File: src/rtl/erd_pkg.sv
package erd_pkg;

   // input actions
   localparam logic [1:0] ACT_LOAD  = 2'd0;
   localparam logic [1:0] ACT_PUSH  = 2'd1;
   localparam logic [1:0] ACT_WRITE = 2'd2;
   localparam logic [1:0] ACT_TICK  = 2'd3;

   // event types
   localparam logic [3:0] EVT_THR_HIGH  = 4'd4;
   localparam logic [3:0] EVT_THR_LOW   = 4'd5;
   localparam logic [3:0] EVT_UNDERVOLT = 4'd6;
   localparam logic [3:0] EVT_OVERVOLT  = 4'd7;
   localparam logic [3:0] EVT_OVERTEMP  = 4'd8;

   // rule action kinds
   localparam logic [2:0] AK_WRITE   = 3'd0;
   localparam logic [2:0] AK_SET_OUT = 3'd4;

   // result kinds
   localparam logic [1:0] KIND_FIRED    = 2'd0;
   localparam logic [1:0] KIND_ACCEPTED = 2'd1;
   localparam logic [1:0] KIND_DROPPED  = 2'd2;

   localparam int MAX_RESULTS = 64;
   localparam int NW = 7;   // result counter width, holds MAX_RESULTS

   typedef struct packed {
      logic [1:0]         action;
      logic [2:0]         slot;
      logic               rule_valid;
      logic               rule_enabled;
      logic [3:0]         event_type;
      logic [5:0]         channel;
      logic [5:0]         guard_channel;
      logic [5:0]         dest_channel;
      logic [2:0]         action_kind;
      logic signed [31:0] data_value;
      logic signed [31:0] threshold;
   } req_type;

   typedef struct packed {
      logic [1:0]         kind;
      logic [2:0]         fired_slot;
      logic [2:0]         fired_action;
      logic [5:0]         fired_target;
      logic signed [31:0] fired_value;
      logic               target_usable;
      logic               last;
   } rsp_type;

   typedef struct packed {
      logic [3:0]         evt;
      logic [5:0]         src;
      logic [5:0]         cond;
      logic [5:0]         tgt;
      logic [2:0]         act;
      logic signed [31:0] val;
      logic signed [31:0] thr;
   } rule_type;

   typedef struct packed {
      logic [3:0]         evt;
      logic [5:0]         src;
      logic signed [31:0] val;
   } queue_entry_type;

   typedef enum logic [2:0] {
      S_IDLE,
      S_SCAN_RD,
      S_SCAN_EVAL,
      S_POP,
      S_MATCH_RD,
      S_MATCH_EVAL,
      S_FLUSH
   } state_type;

   typedef struct packed {
      logic exec;        // item accepted this cycle
      logic idx_clr;
      logic match_rd;    // channel read uses condition channel
      logic scan_eval;
      logic pop;
      logic match_eval;
      logic flush;
   } cmd_type;

   typedef struct packed {
      logic idx_last;
      logic q_empty;
   } status_type;

endpackage

File: src/rtl/erd_ctrl.sv
module erd_ctrl (
   input  logic                clock,
   input  logic                reset,
   input  logic                start,
   input  logic [1:0]          action,
   input  erd_pkg::status_type status,
   output erd_pkg::cmd_type    cmd,
   output logic                busy
);
   import erd_pkg::*;

   state_type state_ff, state_in;

   always_ff @(posedge clock) begin
      if (reset) begin
         state_ff <= S_IDLE;
      end else begin
         state_ff <= state_in;
      end
   end

   always_comb begin
      state_in = state_ff;
      cmd      = '0;
      case (state_ff)
         S_IDLE: begin
            if (start) begin
               cmd.exec = 1'b1;
               if (action == ACT_TICK) begin
                  cmd.idx_clr = 1'b1;
                  state_in    = S_SCAN_RD;
               end
            end
         end
         S_SCAN_RD: begin
            state_in = S_SCAN_EVAL;
         end
         S_SCAN_EVAL: begin
            cmd.scan_eval = 1'b1;
            state_in      = status.idx_last ? S_POP : S_SCAN_RD;
         end
         S_POP: begin
            if (status.q_empty) begin
               state_in = S_FLUSH;
            end else begin
               cmd.pop     = 1'b1;
               cmd.idx_clr = 1'b1;
               state_in    = S_MATCH_RD;
            end
         end
         S_MATCH_RD: begin
            cmd.match_rd = 1'b1;
            state_in     = S_MATCH_EVAL;
         end
         S_MATCH_EVAL: begin
            cmd.match_eval = 1'b1;
            state_in       = status.idx_last ? S_POP : S_MATCH_RD;
         end
         S_FLUSH: begin
            cmd.flush = 1'b1;
            state_in  = S_IDLE;
         end
         default: begin
            state_in = S_IDLE;
         end
      endcase
   end

   assign busy = (state_ff != S_IDLE);

endmodule

File: src/rtl/erd_datapath.sv
module erd_datapath #(
   parameter int RULE_SLOTS    = 8,
   parameter int QUEUE_DEPTH   = 8,
   parameter int CHANNEL_COUNT = 64,
   parameter int OUTPUT_COUNT  = 30
) (
   input  logic                clock,
   input  logic                reset,
   input  erd_pkg::req_type    req,
   input  erd_pkg::cmd_type    cmd,
   output erd_pkg::status_type status,
   output logic                rsp_strobe,
   output erd_pkg::rsp_type    rsp_data
);
   import erd_pkg::*;

   localparam int RW  = (RULE_SLOTS > 1) ? $clog2(RULE_SLOTS) : 1;
   localparam int QW  = (QUEUE_DEPTH > 1) ? $clog2(QUEUE_DEPTH) : 1;
   localparam int QCW = $clog2(QUEUE_DEPTH + 1);
   localparam int CW  = $clog2(CHANNEL_COUNT);

   // rule table
   logic [RULE_SLOTS-1:0] rule_vld_ff, rule_en_ff, above_ff;
   rule_type              rules_ff [RULE_SLOTS];
   logic [RW-1:0]         idx_ff, idx_in;
   rule_type              cur;
   logic                  cur_vld;

   // event queue
   queue_entry_type       queue_ff [QUEUE_DEPTH];
   logic [QW-1:0]         head_ff, head_in, tail_ff, tail_in;
   logic [QCW-1:0]        count_ff, count_in;
   queue_entry_type       evt_ff, push_entry;
   logic                  q_full, req_push, scan_push, do_push;

   // channel store
   logic signed [31:0]    chan_mem [CHANNEL_COUNT];
   logic [CHANNEL_COUNT-1:0] chan_vld_ff;
   logic signed [31:0]    rd_data_ff, rd_val;
   logic                  rd_ok_ff;
   logic [5:0]            rd_ch;
   logic [CW-1:0]         rd_addr, wr_addr;
   logic                  rd_in_range, wr_en;

   // evaluation
   logic                  load_en, scan_act, above, rise, fall;
   logic                  sys_evt, match, cond_ok, fire;
   logic [NW-1:0]         n_ff, n_in;
   rsp_type               fired, pend_ff, pend_in, rsp_ff, rsp_in;
   logic                  pend_vld_ff, pend_vld_in, rsp_vld_ff, rsp_vld_in;

   assign cur     = rules_ff[idx_ff];
   assign cur_vld = rule_vld_ff[idx_ff] && rule_en_ff[idx_ff];

   assign load_en = cmd.exec && (req.action == ACT_LOAD)
                    && (7'(req.slot) < 7'(RULE_SLOTS));

   // channel store: one write port (idle only), one registered read port
   assign rd_ch       = cmd.match_rd ? cur.cond : cur.src;
   assign rd_in_range = 9'(rd_ch) < 9'(CHANNEL_COUNT);
   assign rd_addr     = CW'(rd_ch);
   assign wr_addr     = CW'(req.channel);
   assign wr_en       = cmd.exec && (req.action == ACT_WRITE)
                        && (9'(req.channel) < 9'(CHANNEL_COUNT));
   assign rd_val      = rd_ok_ff ? rd_data_ff : 32'sd0;

   always_ff @(posedge clock) begin
      if (wr_en) begin
         chan_mem[wr_addr] <= req.data_value;
      end
      rd_data_ff <= chan_mem[rd_addr];
      rd_ok_ff   <= rd_in_range && chan_vld_ff[rd_addr];
   end

   always_ff @(posedge clock) begin
      if (reset) begin
         chan_vld_ff <= '0;
      end else if (wr_en) begin
         chan_vld_ff[wr_addr] <= 1'b1;
      end
   end

   // threshold scan
   assign scan_act = cmd.scan_eval && cur_vld && (cur.src != 6'd0)
                     && ((cur.evt == EVT_THR_HIGH) || (cur.evt == EVT_THR_LOW));
   assign above    = rd_val >= cur.thr;
   assign rise     = (cur.evt == EVT_THR_HIGH) && !above_ff[idx_ff] && above;
   assign fall     = (cur.evt == EVT_THR_LOW) && above_ff[idx_ff] && !above;
   assign scan_push = scan_act && (rise || fall);

   // queue
   assign req_push = cmd.exec && (req.action == ACT_PUSH);
   assign q_full   = (count_ff == QCW'(QUEUE_DEPTH));
   assign do_push  = (req_push || scan_push) && !q_full;

   always_comb begin
      if (req_push) begin
         push_entry = '{evt: req.event_type, src: req.channel, val: req.data_value};
      end else begin
         push_entry = '{evt: cur.evt, src: cur.src, val: rd_val};
      end
      head_in  = head_ff;
      tail_in  = tail_ff;
      count_in = count_ff;
      if (do_push) begin
         head_in  = (head_ff == QW'(QUEUE_DEPTH - 1)) ? '0 : head_ff + 1'b1;
         count_in = count_ff + 1'b1;
      end else if (cmd.pop) begin
         tail_in  = (tail_ff == QW'(QUEUE_DEPTH - 1)) ? '0 : tail_ff + 1'b1;
         count_in = count_ff - 1'b1;
      end
   end

   always_ff @(posedge clock) begin
      if (do_push) begin
         queue_ff[head_ff] <= push_entry;
      end
      if (cmd.pop) begin
         evt_ff <= queue_ff[tail_ff];
      end
      if (load_en) begin
         rules_ff[RW'(req.slot)] <= '{evt: req.event_type, src: req.channel,
                                      cond: req.guard_channel,
                                      tgt: req.dest_channel, act: req.action_kind,
                                      val: req.data_value, thr: req.threshold};
      end
   end

   // rule matching
   always_comb begin
      sys_evt = evt_ff.evt inside {EVT_UNDERVOLT, EVT_OVERVOLT, EVT_OVERTEMP};
      match   = (cur.evt == evt_ff.evt)
                && (sys_evt || ((cur.src != 6'd0) && (cur.src == evt_ff.src)));
      cond_ok = (cur.cond == 6'd0) || (rd_val != 32'sd0);
      fire    = cmd.match_eval && cur_vld && match && cond_ok
                && (n_ff < NW'(MAX_RESULTS));

      fired               = '0;
      fired.kind          = KIND_FIRED;
      fired.fired_slot    = 3'(idx_ff);
      fired.fired_action  = cur.act;
      fired.fired_target  = cur.tgt;
      fired.fired_value   = cur.val;
      case (cur.act)
         AK_WRITE: begin
            fired.target_usable = (cur.tgt != 6'd0);
         end
         AK_SET_OUT: begin
            fired.fired_value   = (cur.val != 32'sd0) ? 32'sd1 : 32'sd0;
            fired.target_usable = (cur.tgt != 6'd0)
                                  && (7'(cur.tgt) < 7'(OUTPUT_COUNT));
         end
         default: begin
            fired.target_usable = 1'b0;
         end
      endcase
   end

   // one result held back so the last one of a tick can be marked
   always_comb begin
      idx_in      = idx_ff;
      n_in        = n_ff;
      pend_in     = pend_ff;
      pend_vld_in = pend_vld_ff;
      rsp_in      = rsp_ff;
      rsp_vld_in  = 1'b0;
      if (cmd.idx_clr) begin
         idx_in = '0;
      end else if (cmd.scan_eval || cmd.match_eval) begin
         idx_in = idx_ff + 1'b1;
      end
      if (cmd.exec) begin
         n_in = '0;
      end else if (fire) begin
         n_in = n_ff + 1'b1;
      end
      if (req_push) begin
         rsp_vld_in  = 1'b1;
         rsp_in      = '0;
         rsp_in.kind = q_full ? KIND_DROPPED : KIND_ACCEPTED;
         rsp_in.last = 1'b1;
      end else if (fire) begin
         rsp_vld_in  = pend_vld_ff;
         rsp_in      = pend_ff;
         pend_in     = fired;
         pend_vld_in = 1'b1;
      end else if (cmd.flush) begin
         rsp_vld_in  = pend_vld_ff;
         rsp_in      = pend_ff;
         rsp_in.last = 1'b1;
         pend_vld_in = 1'b0;
      end
   end

   always_ff @(posedge clock) begin
      pend_ff <= pend_in;
      rsp_ff  <= rsp_in;
      idx_ff  <= idx_in;
   end

   always_ff @(posedge clock) begin
      if (reset) begin
         rule_vld_ff <= '0;
         rule_en_ff  <= '0;
         above_ff    <= '0;
         head_ff     <= '0;
         tail_ff     <= '0;
         count_ff    <= '0;
         n_ff        <= '0;
         pend_vld_ff <= 1'b0;
         rsp_vld_ff  <= 1'b0;
      end else begin
         if (load_en) begin
            rule_vld_ff[RW'(req.slot)] <= req.rule_valid;
            rule_en_ff[RW'(req.slot)]  <= req.rule_enabled;
            above_ff[RW'(req.slot)]    <= 1'b0;
         end else if (scan_act) begin
            above_ff[idx_ff] <= above;
         end
         head_ff     <= head_in;
         tail_ff     <= tail_in;
         count_ff    <= count_in;
         n_ff        <= n_in;
         pend_vld_ff <= pend_vld_in;
         rsp_vld_ff  <= rsp_vld_in;
      end
   end

   assign status.idx_last = (idx_ff == RW'(RULE_SLOTS - 1));
   assign status.q_empty  = (count_ff == '0);
   assign rsp_strobe      = rsp_vld_ff;
   assign rsp_data        = rsp_ff;

`ifndef SYNTH
   a_count_bound: assert property (@(posedge clock) disable iff (reset)
      count_ff <= QCW'(QUEUE_DEPTH))
      else $error("queue count above depth");
   a_empty_ptrs: assert property (@(posedge clock) disable iff (reset)
      count_ff == '0 |-> head_ff == tail_ff)
      else $error("empty queue with pointers apart");
   a_flush_last: assert property (@(posedge clock) disable iff (reset)
      cmd.flush && pend_vld_ff |=> rsp_vld_ff && rsp_ff.last)
      else $error("held result not sent as last");
   a_result_cap: assert property (@(posedge clock) disable iff (reset)
      n_ff <= NW'(MAX_RESULTS))
      else $error("result count above cap");
`endif

endmodule

File: src/rtl/event_rule_dispatcher.sv
// Loads, channel writes and pushes leave the block idle; a push result strobes the next cycle.
// An update tick runs the threshold scan over all rule slots, then a match pass over all
// slots per queued event, then a flush to finish; busy is high throughout.
// Every rule visit is a registered read of the channel store followed by an evaluate.
// Results leave one per strobe cycle; the receiver cannot stall them.
// Synchronous active-high reset clears rules, queue and the channel store.
module event_rule_dispatcher #(
   parameter int RULE_SLOTS    = 8,
   parameter int QUEUE_DEPTH   = 8,
   parameter int CHANNEL_COUNT = 64,
   parameter int OUTPUT_COUNT  = 30
) (
   input  logic             clock,
   input  logic             reset,
   input  logic             start,
   output logic             busy,
   input  erd_pkg::req_type req_data,
   output logic             rsp_strobe,
   output erd_pkg::rsp_type rsp_data
);
   import erd_pkg::*;

   cmd_type    cmd;
   status_type status;

   // sequencer: scan rules, then drain the event queue rule by rule
   erd_ctrl u_ctrl (
      .clock  (clock),
      .reset  (reset),
      .start  (start),
      .action (req_data.action),
      .status (status),
      .cmd    (cmd),
      .busy   (busy)
   );

   // rule table, event queue, channel store and result register;
   // the last fired rule is held one step so the final transfer carries last
   erd_datapath #(
      .RULE_SLOTS    (RULE_SLOTS),
      .QUEUE_DEPTH   (QUEUE_DEPTH),
      .CHANNEL_COUNT (CHANNEL_COUNT),
      .OUTPUT_COUNT  (OUTPUT_COUNT)
   ) u_datapath (
      .clock      (clock),
      .reset      (reset),
      .req        (req_data),
      .cmd        (cmd),
      .status     (status),
      .rsp_strobe (rsp_strobe),
      .rsp_data   (rsp_data)
   );

endmodule

File: config.mk
export PLATFORM = sky130hd
export DESIGN_NAME = event_rule_dispatcher
export DESIGN_NICKNAME = d
export VERILOG_FILES = /design/src/rtl/erd_pkg.sv /design/src/rtl/erd_ctrl.sv /design/src/rtl/erd_datapath.sv /design/src/rtl/event_rule_dispatcher.sv
export SDC_FILE = /design/constraint.sdc
export NUM_CORES = 2
export LEC_CHECK = 0
export BUFFER_PORTS_ARGS = -buffer_cell sky130_fd_sc_hd__buf_2
export CORE_ASPECT_RATIO = 1.75
export CORE_MARGIN = 2
export CORE_UTILIZATION = 45
export CTS_CLUSTER_DIAMETER = 50
export DETAILED_ROUTE_END_ITERATION = 8
export PLACE_DENSITY = 0.65
export SLEW_MARGIN = 20
export SYNTH_ARGS = -nofsm -noshare
export SYNTH_HDL_FRONTEND = slang
export SYNTH_HIERARCHICAL = 1
export SYNTH_SLANG_ARGS = --single-unit
File: constraint.sdc
create_clock -name clock -period 9.7 [get_ports clock]
set_clock_uncertainty 0.05 [all_clocks]
set_input_delay 0 -clock clock [delete_from_list [all_inputs] [get_ports clock]]
set_output_delay 0 -clock clock [all_outputs]
set_load 0.01 [all_outputs]
==> results_dict.tcl <==
set metrics [dict create \
    syn_nets 7722 \
    drive_above_1_share 0.1511 \
    synth.most_common_cell "edfxtp_1" \
    gr-total-overflow 0 \
    first_global_vias 71730 \
    coreArea_um2 267300 \
    clk_pin_slew_ns 0.07 \
    synth_edf_count 2897 \
    path_max_fanout 34 \
    avgSynthCellArea_um2 15.97 \
    cts_num_sinks 3092 \
    numCtsBuffers 269 \
    yosys.area.top_type_share 0.7186 \
    placed_area_um2 126500 \
    p_comb_frac 0.100 \
    yosysWarningCount 6 \
    rows 251 \
    vias 72280 \
    synth-seq-cells 3092 \
    ys_seq_area_frac 0.7509 \
    cap_viol_max_count 0 \
    holdPathStages 2 \
    postLayoutCoreUtil 0.5124 \
    synth_simple_gate_area_frac 0.07801 \
    synthMuxAreaShare 0.07416 \
    synthesis.area_um2 121100 \
    tightest_slew_ns 1.118 \
    hpwl_um 217200 \
    setup_violations 0 \
    cts_max_path_buffers 4 \
    yosysUniqueCellTypes 99 \
    pin_count 149 \
    cts_max_level 5 \
    fin_area_um2 136900 \
    hold_ws_ns 0.03785 \
    grt_max_degree 128 \
    p_sw_uw 6927 \
    routedWlPerCell_um 31.27 \
    io_buffers 148 \
    status "complete, no violations" \
    async_reset_ff_frac 0 \
    required_ns 10.40 \
    ys.flop_type "edfxtp_1" \
    endpoint_kind "flip-flop" \
    fin_nets 8055 \
    fmax_mhz 155.9 \
    final-hold-violation-count 0 \
    cts_setup_buffers 0 \
    synth_commonest_cells "edfxtp_1, nand2_1, mux2i_1, nor2_1, a21oi_1" \
    track_usage 0.2618 \
    critical-path-max-stage-delay_ns 0.70 \
    synth_xor_area_frac 0.001013 \
    internal_power_uw 21600 \
    crit_buf_inv 3 \
    slew-limit-headroom 0.2549 \
    arrival_ns 7.11 \
    min_from "req_data[9]" \
    drtAntennaViolNets 0 \
    antenna_found_initial 13 \
    swShare 0.2428 \
    routed_wl_um 364700 \
    drtIter0Drc 8665 \
    pwr_density_cell_nw_per_um2 208.4 \
    dieArea_um2 273300 \
    synth-compound-area-share 0.07131 \
    initial_utilization 0.4530 \
    syn_to_final_growth_pct 13.11 \
    cts_tree "done" \
    drcViolationCount 0 \
    die_w_um 396.1 \
    fill_cells 21540 \
    worstSkewPairLatency_ns 0.89 \
    rsz0062_at_grt "no" \
    ff_latch_area_um2 90910 \
    r2r_cells 20 \
    path_cells "buf_4 > mux4_2 > mux2i_1 > ha_1 > nand4_1 > nor3_1 > and3_1 > o311ai_0 > and4_1 > o2111a_1 > or3_1 > buf_4 > inv_1 > ha_1 > a21o_1 > a21oi_1 > nand2_1 > nand3b_1 > a21oi_1 > a311o_1" \
    seq_power_share 0.520 \
    start_kind "flip-flop" \
    synth_top_family_by_area "simple AND/OR/NAND/NOR gates" \
    yosysTopAreaCell "edfxtp_1" \
    cts_root_buffer "clkbuf_16" \
    cpMaxStageDelayCell "dfxtp_4" \
    grt_pass1_wl_um 515200 \
    dr.pass1.iters 6 \
    multi_input_area_um2 28420 \
    p_leak_uw 0.04429 \
    synth_fa_ha_area_frac 0.004403 \
    period_minus_slack_ns 6.416 \
    ys_top_cells_by_area "edfxtp_1, mux4_2, nand2_1, dfxtp_1, mux2i_1" \
    gp_congestion 0.9027 \
    vias_per_cell 6.197 \
    drv_slew 0 \
    synthCells 7581 \
    hp-class "primary input to flip-flop" \
    post-route-period-util 0.6614 \
    clkPwrFrac 0.380 \
    cp_top_family "simple AND/OR/NAND/NOR gates" \
    critical_path_class "flip-flop to flip-flop" \
    die_y_um 690.1 \
    ir_drop_uv 140.2 \
    crit_cells 20 \
    finalSetupTns_ns 0 \
]
[routing by layer]
layer / vias up / GRT usage / routed length, um
met1: 36840 / 0.2912 / 120300
met2: 4075 / 0.4581 / 184600
met4: 2 / 0.1847 / 30530
met3: 1020 / 0.03917 / 29270
met5: - / 0 / 14
li1: 30340 / - / -
[area by class of cell]
cell class	instances	area share
antenna	6	0.0001096
clock buffer	361	0.05488
clock inverter	111	0.008662
inverter	26	0.0008224
multi-input combinational	3984	0.2075
sequential	3092	0.6639
tap	3542	0.03236
timing repair buffer	541	0.03172
[registers in the layout (all words and copies together), names as in the netlist, 4 cells and up, named ones only]
signal,cells
u_datapath/evt_ff,10
u_datapath/rule_en_ff,8
u_datapath/rules_ff,712
u_datapath/rule_vld_ff,8
u_datapath/above_ff,8
u_datapath/rsp_data,48
u_datapath/n_ff,7
u_datapath/chan_vld_ff,64
u_datapath/queue_ff,80
u_datapath/pend_ff,45
u_datapath/count_ff,4
u_datapath/chan_mem,2048
u_datapath/rd_data_ff,32
[cell usage in the layout, fill, tap and decap left out, types with 27 or more instances in the layout]
master / Yosys / final
edfxtp_1: 2897 / 2897
nand2_1: 1134 / 1132
mux2i_1: 288 / 287
clkbuf_16: 0 / 283
a21oi_1: 253 / 253
nand3_1: 248 / 248
mux4_2: 224 / 224
buf_4: 44 / 209
and3_1: 207 / 207
nor2_1: 276 / 205
a211oi_1: 206 / 203
dfxtp_1: 195 / 192
dlygate4sd3_1: 0 / 165
a31oi_1: 157 / 157
buf_2: 213 / 147
a311oi_1: 112 / 110
o21ai_0: 91 / 90
mux2_2: 89 / 88
nor2_4: 2 / 69
clkbuf_1: 176 / 64
a221oi_1: 56 / 56
a22oi_1: 50 / 48
o22ai_1: 42 / 42
and2_1: 41 / 41
ha_1: 41 / 41
clkinv_2: 0 / 37
nor3_1: 36 / 35
a22o_1: 32 / 32
a32oi_1: 30 / 30
clkinv_1: 0 / 28
nand4_1: 27 / 27
[power groups by stage]
stage	registers, uW	clock network (uW)	logic, uW
global placement	15100	0	2700
CTS	14800	11000	2800
finish	14800	10800	2840
detailed placement	15100	0	2740
global route	14800	11400	2960
floorplan	15000	0	1590
[logic make-up (layout without fill, tap and decap cells)]
family          count (synthesis)  after routing
mux                           605            605
simple gates                 2103           2103
xor+xnor                       14             14
other cells                     0              6
fa+ha+maj                      42             42
flops                        3092           3092
buf+inv                       505           1039
compound gates               1220           1220
[per-stage QoR]
step,power (uW),setup slack [ns],cells
after floorplan,16570,1.362,7581
after global placement,17820,1.800,11020
after detailed placement,17860,3.295,11020
after CTS,28590,3.277,11660
after global routing,29200,3.001,11660
final,28530,3.284,11660
[timing repair]
action                    4_1_cts  5_1_grt
hold endpoints to repair     2989        0
hold buffers                  165        0
gates resized for setup         0        0
[final timing paths]
check                         endpoint  slack (ns)
max reg2reg     u_datapath/count_ff[3]        3.28
min reg2reg    u_datapath/rsp_data[45]        0.40
min          u_datapath/rules_ff[3][9]        0.04
max             u_datapath/count_ff[3]        3.28
Note: power is estimated with default switching activity, not from simulation.
